`src/rmsd_pkg.sv`:
```
// shared constants and types for the running mean and standard deviation block
package rmsd_pkg;

  localparam int SampleW       = 24;
  localparam int SumW          = 40;
  localparam int SqSumW        = 64;
  localparam int CntW          = 17;
  localparam int StdW          = 23;
  localparam int ProdW         = 2 * SampleW;
  localparam int RootW         = SqSumW / 2;
  localparam int MaxSamplesDef = 65536;

  localparam logic [StdW-1:0] StdMax = {StdW{1'b1}};

  typedef enum logic {
    OP_DIV,
    OP_SQRT
  } iter_op_e;

  typedef struct packed {
    logic     start;
    iter_op_e op;
  } iter_cmd_t;

endpackage

```
`src/rmsd_iter.sv`:
```
// shared shift-subtract unit: restoring divide and digit-by-digit square root
module rmsd_iter import rmsd_pkg::*; (
  input  logic              clk_i,
  input  logic              rst_ni,
  input  iter_cmd_t         cmd_i,
  input  logic [SqSumW-1:0] operand_i,
  input  logic [CntW-1:0]   divisor_i,
  output logic              done_o,
  output logic [SqSumW-1:0] result_o
);

  localparam int DivSteps  = SqSumW;
  localparam int SqrtSteps = RootW;
  localparam int StepW     = $clog2(DivSteps);
  localparam int RemW      = RootW + 3;

  logic              busy_q;
  logic              done_q;
  iter_op_e          op_q;
  logic [StepW-1:0]  cnt_q;
  logic [SqSumW-1:0] sh_q;
  logic [RemW-1:0]   rem_q;
  logic [RootW-1:0]  root_q;
  logic [CntW-1:0]   dvs_q;

  logic [RemW-1:0]   trial;
  logic [RemW-1:0]   sub_b;
  logic [RemW:0]     diff;
  logic              ge;
  logic              last_step;
  logic [RemW-1:0]   rem_d;

  always_comb begin
    case (op_q)
      OP_DIV: begin
        trial     = {{(RemW-CntW-1){1'b0}}, rem_q[CntW-1:0], sh_q[SqSumW-1]};
        sub_b     = {{(RemW-CntW){1'b0}}, dvs_q};
        last_step = (cnt_q == StepW'(DivSteps - 1));
      end
      OP_SQRT: begin
        trial     = {rem_q[RemW-3:0], sh_q[SqSumW-1:SqSumW-2]};
        sub_b     = {1'b0, root_q, 2'b01};
        last_step = (cnt_q == StepW'(SqrtSteps - 1));
      end
      default: begin
        trial     = '0;
        sub_b     = '0;
        last_step = 1'b1;
      end
    endcase
    diff  = {1'b0, trial} - {1'b0, sub_b};
    ge    = ~diff[RemW];
    rem_d = ge ? diff[RemW-1:0] : trial;
  end

  always_ff @(posedge clk_i or negedge rst_ni) begin
    if (!rst_ni) begin
      busy_q <= 1'b0;
      done_q <= 1'b0;
      op_q   <= OP_DIV;
      cnt_q  <= '0;
      sh_q   <= '0;
      rem_q  <= '0;
      root_q <= '0;
      dvs_q  <= '0;
    end else begin
      done_q <= busy_q && last_step;
      if (busy_q) begin
        rem_q <= rem_d;
        cnt_q <= cnt_q + StepW'(1);
        if (op_q == OP_DIV) begin
          sh_q <= {sh_q[SqSumW-2:0], ge};
        end else begin
          sh_q   <= {sh_q[SqSumW-3:0], 2'b00};
          root_q <= {root_q[RootW-2:0], ge};
        end
        if (last_step) begin
          busy_q <= 1'b0;
        end
      end else if (cmd_i.start) begin
        busy_q <= 1'b1;
        op_q   <= cmd_i.op;
        cnt_q  <= '0;
        sh_q   <= operand_i;
        rem_q  <= '0;
        root_q <= '0;
        dvs_q  <= divisor_i;
      end
    end
  end

  assign done_o   = done_q;
  assign result_o = (op_q == OP_DIV) ? sh_q : {{(SqSumW-RootW){1'b0}}, root_q};

endmodule

```
`src/running_mean_stddev_top.sv`:
```
// Running mean and population standard deviation of signed Q12.12 samples.
// Samples are taken one per cycle while the block collects a set; each is squared in a
// two-stage pipeline and added into a 40-bit sum and a 64-bit sum of squares. The word
// carrying last_sample ends the set: the input stalls (longer while the previous result
// word has not been taken) while one shared shift-subtract unit computes sum / count
// (64 steps), sum of squares / count (64 steps) and the square root of the variance
// (32 steps), then the result word is loaded into the output register and the next set
// may start while that word still waits to be taken. Samples past MaxSamples are not
// counted and raise truncated.
module running_mean_stddev_top import rmsd_pkg::*; #(
  parameter int MaxSamples = MaxSamplesDef
) (
  input  logic                      clk_i,
  input  logic                      rst_ni,
  input  logic                      in_valid_i,
  output logic                      in_stall_o,
  input  logic signed [SampleW-1:0] sample_i,
  input  logic                      last_sample_i,
  output logic                      out_valid_o,
  input  logic                      out_stall_i,
  output logic signed [SampleW-1:0] mean_o,
  output logic        [StdW-1:0]    std_dev_o,
  output logic        [CntW-1:0]    sample_total_o,
  output logic                      truncated_o
);

  typedef enum logic [3:0] {
    ST_ACC,
    ST_DRAIN,
    ST_DIVM_GO,
    ST_DIVM_WAIT,
    ST_MUL,
    ST_DIVS_GO,
    ST_DIVS_WAIT,
    ST_SQRT_GO,
    ST_SQRT_WAIT,
    ST_FIN
  } state_e;

  state_e state_q;

  // accumulation pipeline
  logic                      p0_valid_q;
  logic signed [SampleW-1:0] p0_s_q;
  logic                      p1_valid_q;
  logic signed [SampleW-1:0] p1_s_q;
  logic        [ProdW-1:0]   prod_q;
  logic signed [SumW-1:0]    sum_q;
  logic        [SqSumW-1:0]  sq_q;
  logic        [CntW-1:0]    cnt_q;
  logic                      drop_q;

  // final computation
  logic signed [SampleW-1:0] mean_q;
  logic        [SqSumW-1:0]  var_q;
  logic        [StdW-1:0]    std_q;

  // output register
  logic                      out_valid_q;
  logic signed [SampleW-1:0] out_mean_q;
  logic        [StdW-1:0]    out_std_q;
  logic        [CntW-1:0]    out_total_q;
  logic                      out_trunc_q;

  logic                      in_acc;
  logic                      has_room;
  logic signed [SampleW-1:0] mul_a;
  logic signed [ProdW-1:0]   mul_p;
  logic        [SumW-1:0]    sum_abs;
  logic        [SampleW:0]   mean_mag;
  logic        [SampleW:0]   mean_signed;
  logic        [SqSumW-1:0]  msq;
  logic        [RootW-1:0]   root_w;

  iter_cmd_t                 iter_cmd;
  logic        [SqSumW-1:0]  iter_opnd;
  logic                      iter_done;
  logic        [SqSumW-1:0]  iter_res;

  assign in_stall_o = (state_q != ST_ACC);
  assign in_acc     = in_valid_i && !in_stall_o;
  assign has_room   = (cnt_q < CntW'(MaxSamples));

  // the multiplier squares pipeline samples, and the mean once per set
  assign mul_a = (state_q == ST_MUL) ? mean_q : p0_s_q;
  assign mul_p = mul_a * mul_a;

  assign sum_abs     = sum_q[SumW-1] ? SumW'(-sum_q) : SumW'(sum_q);
  assign mean_mag    = iter_res[SampleW:0];
  assign mean_signed = sum_q[SumW-1] ? (SampleW+1)'(-mean_mag) : mean_mag;
  assign msq         = {{(SqSumW-ProdW){1'b0}}, prod_q};
  assign root_w      = iter_res[RootW-1:0];

  always_comb begin
    iter_cmd.start = 1'b0;
    iter_cmd.op    = OP_DIV;
    iter_opnd      = '0;
    case (state_q)
      ST_DIVM_GO: begin
        iter_cmd.start = 1'b1;
        iter_opnd      = {{(SqSumW-SumW){1'b0}}, sum_abs};
      end
      ST_DIVS_GO: begin
        iter_cmd.start = 1'b1;
        iter_opnd      = sq_q;
      end
      ST_SQRT_GO: begin
        iter_cmd.start = 1'b1;
        iter_cmd.op    = OP_SQRT;
        iter_opnd      = var_q;
      end
      default: begin
        iter_cmd.start = 1'b0;
      end
    endcase
  end

  rmsd_iter u_iter (
    .clk_i     (clk_i),
    .rst_ni    (rst_ni),
    .cmd_i     (iter_cmd),
    .operand_i (iter_opnd),
    .divisor_i (cnt_q),
    .done_o    (iter_done),
    .result_o  (iter_res)
  );

  always_ff @(posedge clk_i or negedge rst_ni) begin
    if (!rst_ni) begin
      state_q     <= ST_ACC;
      p0_valid_q  <= 1'b0;
      p0_s_q      <= '0;
      p1_valid_q  <= 1'b0;
      p1_s_q      <= '0;
      prod_q      <= '0;
      sum_q       <= '0;
      sq_q        <= '0;
      cnt_q       <= '0;
      drop_q      <= 1'b0;
      mean_q      <= '0;
      var_q       <= '0;
      std_q       <= '0;
      out_valid_q <= 1'b0;
      out_mean_q  <= '0;
      out_std_q   <= '0;
      out_total_q <= '0;
      out_trunc_q <= 1'b0;
    end else begin
      // in ST_FIN the load below decides out_valid_q
      if (out_valid_q && !out_stall_i && state_q != ST_FIN) begin
        out_valid_q <= 1'b0;
      end

      // sample intake
      p0_valid_q <= in_acc && has_room;
      if (in_acc) begin
        if (has_room) begin
          p0_s_q     <= sample_i;
          cnt_q      <= cnt_q + CntW'(1);
        end else begin
          drop_q <= 1'b1;
        end
      end

      // square stage
      p1_valid_q <= p0_valid_q;
      if (p0_valid_q || state_q == ST_MUL) begin
        prod_q <= ProdW'(mul_p);
        p1_s_q <= p0_s_q;
      end

      // accumulate stage
      if (p1_valid_q) begin
        sum_q <= sum_q + SumW'(p1_s_q);
        sq_q  <= sq_q + msq;
      end

      case (state_q)
        ST_ACC: begin
          if (in_acc && last_sample_i) begin
            state_q <= ST_DRAIN;
          end
        end
        ST_DRAIN: begin
          if (!p0_valid_q && !p1_valid_q) begin
            state_q <= ST_DIVM_GO;
          end
        end
        ST_DIVM_GO: begin
          state_q <= ST_DIVM_WAIT;
        end
        ST_DIVM_WAIT: begin
          if (iter_done) begin
            mean_q  <= mean_signed[SampleW-1:0];
            state_q <= ST_MUL;
          end
        end
        ST_MUL: begin
          state_q <= ST_DIVS_GO;
        end
        ST_DIVS_GO: begin
          state_q <= ST_DIVS_WAIT;
        end
        ST_DIVS_WAIT: begin
          if (iter_done) begin
            // variance in Q24, non-positive gives zero
            var_q   <= (iter_res > msq) ? (iter_res - msq) : '0;
            state_q <= ST_SQRT_GO;
          end
        end
        ST_SQRT_GO: begin
          state_q <= ST_SQRT_WAIT;
        end
        ST_SQRT_WAIT: begin
          if (iter_done) begin
            std_q   <= (root_w > RootW'(StdMax)) ? StdMax : root_w[StdW-1:0];
            state_q <= ST_FIN;
          end
        end
        ST_FIN: begin
          if (!out_valid_q || !out_stall_i) begin
            out_valid_q <= 1'b1;
            out_mean_q  <= mean_q;
            out_std_q   <= std_q;
            out_total_q <= cnt_q;
            out_trunc_q <= drop_q;
            sum_q       <= '0;
            sq_q        <= '0;
            cnt_q       <= '0;
            drop_q      <= 1'b0;
            state_q     <= ST_ACC;
          end
        end
        default: begin
          state_q <= ST_ACC;
        end
      endcase
    end
  end

  assign out_valid_o    = out_valid_q;
  assign mean_o         = out_mean_q;
  assign std_dev_o      = out_std_q;
  assign sample_total_o = out_total_q;
  assign truncated_o    = out_trunc_q;

endmodule

```
`config.mk`:
```
export PLATFORM = sky130hd
export DESIGN_NAME = running_mean_stddev_top
export DESIGN_NICKNAME = d
export VERILOG_FILES = /design/src/rmsd_pkg.sv /design/src/rmsd_iter.sv /design/src/running_mean_stddev_top.sv
export SDC_FILE = /design/constraint.sdc
export NUM_CORES = 2
export LEC_CHECK = 0
export BUFFER_PORTS_ARGS = -buffer_cell sky130_fd_sc_hd__buf_4
export CAP_MARGIN = 5
export CORE_MARGIN = 2
export CORE_UTILIZATION = 55
export CTS_CLUSTER_SIZE = 20
export DETAILED_ROUTE_END_ITERATION = 10
export HOLD_SLACK_MARGIN = 0.06
export MAX_ROUTING_LAYER = met4
export PLACE_DENSITY = 0.7
export RECOVER_POWER = 50
export SYNTH_ARGS = -nofsm -noshare
export SYNTH_HDL_FRONTEND = slang
export SYNTH_HIERARCHICAL = 1
export SYNTH_SLANG_ARGS = --single-unit
```
`constraint.sdc`:
```
create_clock -name clk_i -period 8.76 [get_ports clk_i]
set_input_delay 1.752 -clock clk_i [delete_from_list [all_inputs] [get_ports clk_i]]
set_output_delay 1.752 -clock clk_i [all_outputs]
set_load 0.005 [all_outputs]
```
# After elaboration in Yosys (flattened, before gate mapping)
# Index checks and enable logic that the tools add are counted.
[classes]
n_addsub = 8
mul = 1
order_cmp = 3
eq_ne = 19
mux = 50
n_bitwise = 3
n_reduce_logical = 26
[ops]
columns = ["operator", "count"]
rows = [
  ["2-to-1 mux 64 bit", 8],
  ["case mux 64 bit (3 select lines)", 1],
  ["2-to-1 mux 40 bit", 4],
  ["case mux 35 bit (2 select lines)", 2],
  ["2-to-1 mux 33 bit", 3],
  ["2-to-1 mux 32 bit", 3],
  ["2-to-1 mux 17 bit", 4],
  ["adder 64 x 48 -> 64 bit", 1],
  ["> comparator 64 x 48 -> 1 bit", 1],
  ["subtractor 64 x 48 -> 64 bit", 1],
  ["multiplier 24 x 24 -> 48 bit", 1],
  ["2-to-1 mux 24 bit", 2],
  ["adder 40 x 24 -> 40 bit", 1],
  ["negator 40 bit", 1],
  ["case mux 4 bit (10 select lines)", 1],
  ["subtractor 35 x 35 -> 36 bit", 1],
  ["> comparator 32 x 23 -> 1 bit (second input constant)", 1],
  ["2-to-1 mux 4 bit", 6],
  ["negator 24 bit", 1],
  ["2-to-1 mux 23 bit", 1],
  ["adder 17 x 1 -> 17 bit (second input constant)", 1],
  ["less-than comparator 17 bit (second input constant)", 1],
  ["== test 4 x 3 -> 1 bit (second input constant)", 4],
  ["AND reduction 2 bit", 7],
  ["other kinds (21)", 53],
]
[totals]
ff_bits = 556
output_inout_bits = 67
wordCells = 136

# Longest topological paths before layout
[depth]
ltp_word = 6
mapped_depth = 33
mapped_depth_nobuf = 30

# Cells and area by module
# The synthesis kept the hierarchy.
[modules_own_cells]
columns = ["mod", "n_inst", "cells_per_inst", "area_each_um2", "seq_area_each_um2"]
rows = [
  ["running_mean_stddev_top", 1, 4985, 44049.7, 10009.6],
  ["rmsd_iter", 1, 1046, 9562.9, 3878.7],
]

# Worst setup path before layout
# Ideal clock, no wire load.
[synth_path]
path_type = "register to register"
startpoint = "register state_q[0]"
endpoint = "register prod_q[44]"
arrival_time_ns = 8.534
slack_ns = 0.089
stages_incl_launch_ff = 32
n_path_buf = 4
synth_period_minus_slack_ns = 8.671
path_cell_list = "dfrtp_1 -> clkbuf_1 -> nor3_1 -> clkbuf_1 -> clkbuf_1 -> mux2i_1 -> inv_1 -> clkbuf_1 -> nand2_1 -> fa_1 -> inv_1 -> fa_1 -> inv_1 -> fa_1 -> fa_1 -> inv_1 -> fa_1 -> fa_1 -> inv_1 -> fa_1 -> inv_1 -> ha_1 -> a21o_1 -> a211o_1 -> a2111oi_0 -> o31a_1 -> o311ai_1 -> a311oi_1 -> o21ai_1 -> a31oi_1 -> xor2_1 -> a21oi_1"
[synth_between]
elab_chain_len = 3
elab_cells_between_ends = 4
[synth_rtl]
columns = ["element", "line_no", "text"]
rows = [
  ["start: declaration", "running_mean_stddev_top.sv:40", "state_e state_q;"],
  ["start signal: assignment", "running_mean_stddev_top.sv:130", "state_q <= ST_ACC;"],
  ["start signal: assignment", "running_mean_stddev_top.sv:181", "state_q <= ST_DRAIN;"],
  ["start signal: assignment", "running_mean_stddev_top.sv:186", "state_q <= ST_DIVM_GO;"],
  ["== test 4 x 3 -> 1 bit (*)", "running_mean_stddev_top.sv:85, running_mean_stddev_top.sv:167", ""],
  ["2-to-1 mux 24 bit", "running_mean_stddev_top.sv:85", "assign mul_a = (state_q == ST_MUL) ? mean_q : p0_s_q;"],
  ["multiplier 24 x 24 -> 48 bit", "running_mean_stddev_top.sv:86", "assign mul_p = mul_a * mul_a;"],
  ["end signal: assignment", "running_mean_stddev_top.sv:168", "prod_q <= ProdW'(mul_p);"],
  ["end: declaration", "running_mean_stddev_top.sv:47", "logic [ProdW-1:0] prod_q;"],
]
# Mark *: on every way between the ends. The rest lies on a longest branch, timed or not.
# A chain may end at the register's enable or synchronous reset.

# Worst setup path after layout
[layout_path]
startpoint = "register state_q[3]"
endpoint = "register prod_q[27]"
# Same word-level chain as after synthesis.

==> results.cfg <==
[clock_network]
cts_hold_buf = 0
cts.sinks = 555
htree_num_levels = 2
path_clk_slew_ns = 0.06
tritoncts = yes
numCtsBuffers = 61
cts-root-buf = clkbuf_16
worstSkewPairLatency_ns = 0.69
max-clock-path-buffers = 3

[logic_synthesis]
yosysMostFrequentCell = nand2_1
seq_area_frac_synth_pct = 25.9
syn_inst = 6031
synth_top_cell_by_area = dfrtp_1
synth-edff-count = 0
synth_top_area_share_pct = 25.9
syn_area_per_cell_sq_um = 8.89
synth_area_sq_um = 53600
synth_commonest_cells = nand2_1 (944), inv_1 (794), fa_1 (556)
yosys_warnings = 6
synth-seq-cells = 555
synthesis.nets = 6930
synth_flop_cell = dfrtp_1
synthTopCellsByArea = dfrtp_1 (26%), fa_1 (21%), ha_1 (7.3%), nand2_1 (6.6%), inv_1 (5.6%)
async_flop_share_pct = 100
ys_types = 91

[power]
p_total_uw = 5430
leakage_uw = 0.0297
ir_worst_vdd_mv = 0.155
power_density_nw_per_um2 = 93.3

[critical_path]
crit_fanout = 15
crit_type = flop to flop
worstSetupEndpointType = flop
cp_data_required_time_ns = 9.30
cp.arrival_ns = 9.03
slowest_stage = fa_1
setup.worst_path.start_class = flop
worst_path_largest_cell_delay_ns = 0.54

[timing]
min_period_ns = 8.49
hold_violations = 0
tightest_slew_ns = 3.80
relSlewSlack_pct = -153
setup_viol = 0
rsz0062_at_grt = no
finalMaxSlewViolations = 787
period_share_pct = 96.9
fin_skew_ns = 0.0495
fmax_mhz = 118
setup_tns_ns = 0

[global_route]
grt_pass1_wl_um = 245000
grt-ovfl-total = 0
grt_usage_pct = 32.4
grt_max_degree = 153
grt_antenna_before_repair = 3
met1_usage_pct = 44.3
grt_util_met3_pct = 3.91
top_usage_layer = met2
grtUsageMet2_pct = 50.7
grt_pass1_vias = 43200

[finish]
drive_gt1_share_pct = 6.88
regArea_sq_um = 13900
fillers = 8423
syn_to_final_growth_pct = 8.59
multi_input_area_sq_um = 35800
nNetsFinal = 6953

[floorplan]
io_pins = 96
die_w_um = 316
std_cell_rows = 114
die-area_sq_um = 100000
core_sq_um = 96700
start_util_pct = 55.4
die_h_um = 316

[drt]
antenna_left = 0
vias = 43300
drtPass1Iterations = 6
drtIter0Drc = 3769
wl_um = 156000
viasPerCell = 5.87
wl_per_cell_um = 21.1
drc = 0

[placement]
place_congestion = 0.996
port-buffer-count = 95
dp.final_hpwl_um = 122000

[worst_hold_path]
hold_path_class = flop to flop

[run_status]
status = finished with violations
violations = capacitance limit, slew limit

[flow_run]
maxCapViolCount = 14
## critical path: cells and delay by family (launching register included)
family / cells / cell delay (ns)
fa+ha+maj: 8 / 3.77
buf+inv: 10 / 0.98
simple gates: 5 / 1.06
compound gates: 8 / 1.75
flops: 1 / 0.38
mux: 1 / 0.38
## layer usage
layer | vias to the layer above | routed length (um)
met2 | 1503 | 71800
li1 | 20100 | -
met1 | 21400 | 68000
met5 | - | 0
met3 | 316 | 10400
met4 | 0 | 5620
## state kept, by name, indices dropped and copies added (netlist names), 4 cells and up
register        flops
p1_s_q             24
cnt_q              17
std_q              23
state_q             4
p0_s_q             24
mean_q             24
sq_q               64
u_iter/sh_q        64
u_iter/dvs_q       17
var_q              64
u_iter/rem_q       33
mean_o             24
u_iter/root_q      32
sum_q              40
prod_q             47
std_dev_o          23
u_iter/cnt_q        6
sample_total_o     17
## layout make-up
cell class,instances,area share (%)
Clock inverter,25,0.707
Tap cell,1276,2.74
Multi-Input combinational cell,4411,61.6
Clock buffer,88,3.07
Antenna cell,1,0.00430
Sequential cell,555,23.9
Timing Repair Buffer,225,2.89
Inverter,800,5.16
## final timing paths
kind	startpoint	endpoint	slack, ns	depth (start not counted)
hold reg to reg	drop_q$_DFF_PN0_	truncated_o$_DFFE_PN0P_	0.47	2
hold / removal	drop_q$_DFF_PN0_	truncated_o$_DFFE_PN0P_	0.47	2
max in group asynchronous	rst_ni	u_iter/op_q$_DFFE_PN0P_	1.26	2
setup reg to reg	state_q[3]$_DFFE_PN0P_	prod_q[27]$_DFFE_PN0P_	0.27	32
setup / recovery	state_q[3]$_DFFE_PN0P_	prod_q[27]$_DFFE_PN0P_	0.27	32
min in group asynchronous	rst_ni	sq_q[56]$_DFF_PN0_	2.40	1
## stage by stage
stage	setup slack (ns)	hold slack [ns]	instance area (sq um)	util, %	instances
finish	0.270	0.472	58200	60.2	7381
CTS	0.0722	0.478	58200	60.2	7377
floorplan	0.0891	0.389	53600	-	6031
detailed placement	0.128	0.462	56000	57.9	7264
global placement	0.132	0.450	56000	57.9	7264
global route	0.00801	0.488	58200	60.2	7381
## cell families after synthesis
family / after synthesis / share of synthesized area, %
flops: 555 / 25.9
xor+xnor: 290 / 4.74
mux: 154 / 2.99
compound gates: 1310 / 16.3
buf+inv: 1065 / 7.50
simple gates: 1787 / 14.5
fa+ha+maj: 870 / 28.1
## report_power, final
group	total (uW)	leakage, uW	internal (uW)	switching (uW)
clock network	2810	0.00105	1660	1150
registers	2560	0.00746	2560	0.0000000000000348
logic	60.8	0.0212	8.96	51.9
## repair_timing
action                     in CTS  in global routing
buffers inserted                0                  1
setup endpoints to repair       0                 11
resized for setup               0                 14
## layout by cell type, fill, tap and decap left out, types with 24 or more instances in the layout
master     netlist  routed
o22a_1          24      24
a22o_1          80      80
and2_1          34      34
clkbuf_1       224      26
o21bai_1        25      25
nand3_1         76      75
nor2_1         387     378
or3_1           27      27
a31oi_1         28      28
nand2b_1        52      50
inv_1          794     794
mux2_2          51      50
ha_1           314     314
nand2_1        944     944
nand4_1         45      45
o21ai_0        266     266
o21a_1          30      30
a21oi_1        286     286
a21o_1         114     114
and3_1          34      34
buf_4            1     205
nor3_1          50      49
o21ai_1         35      33
fa_1           556     556
clkbuf_16        0      62
xnor2_1        139     139
a211oi_1        51      51
mux2i_1        103     102
a22oi_1        143     143
dfrtp_1        555     552
xor2_1         151     151
nor2b_1         67      67
o31ai_1         60      60
Power figures use the tool's default switching activity.
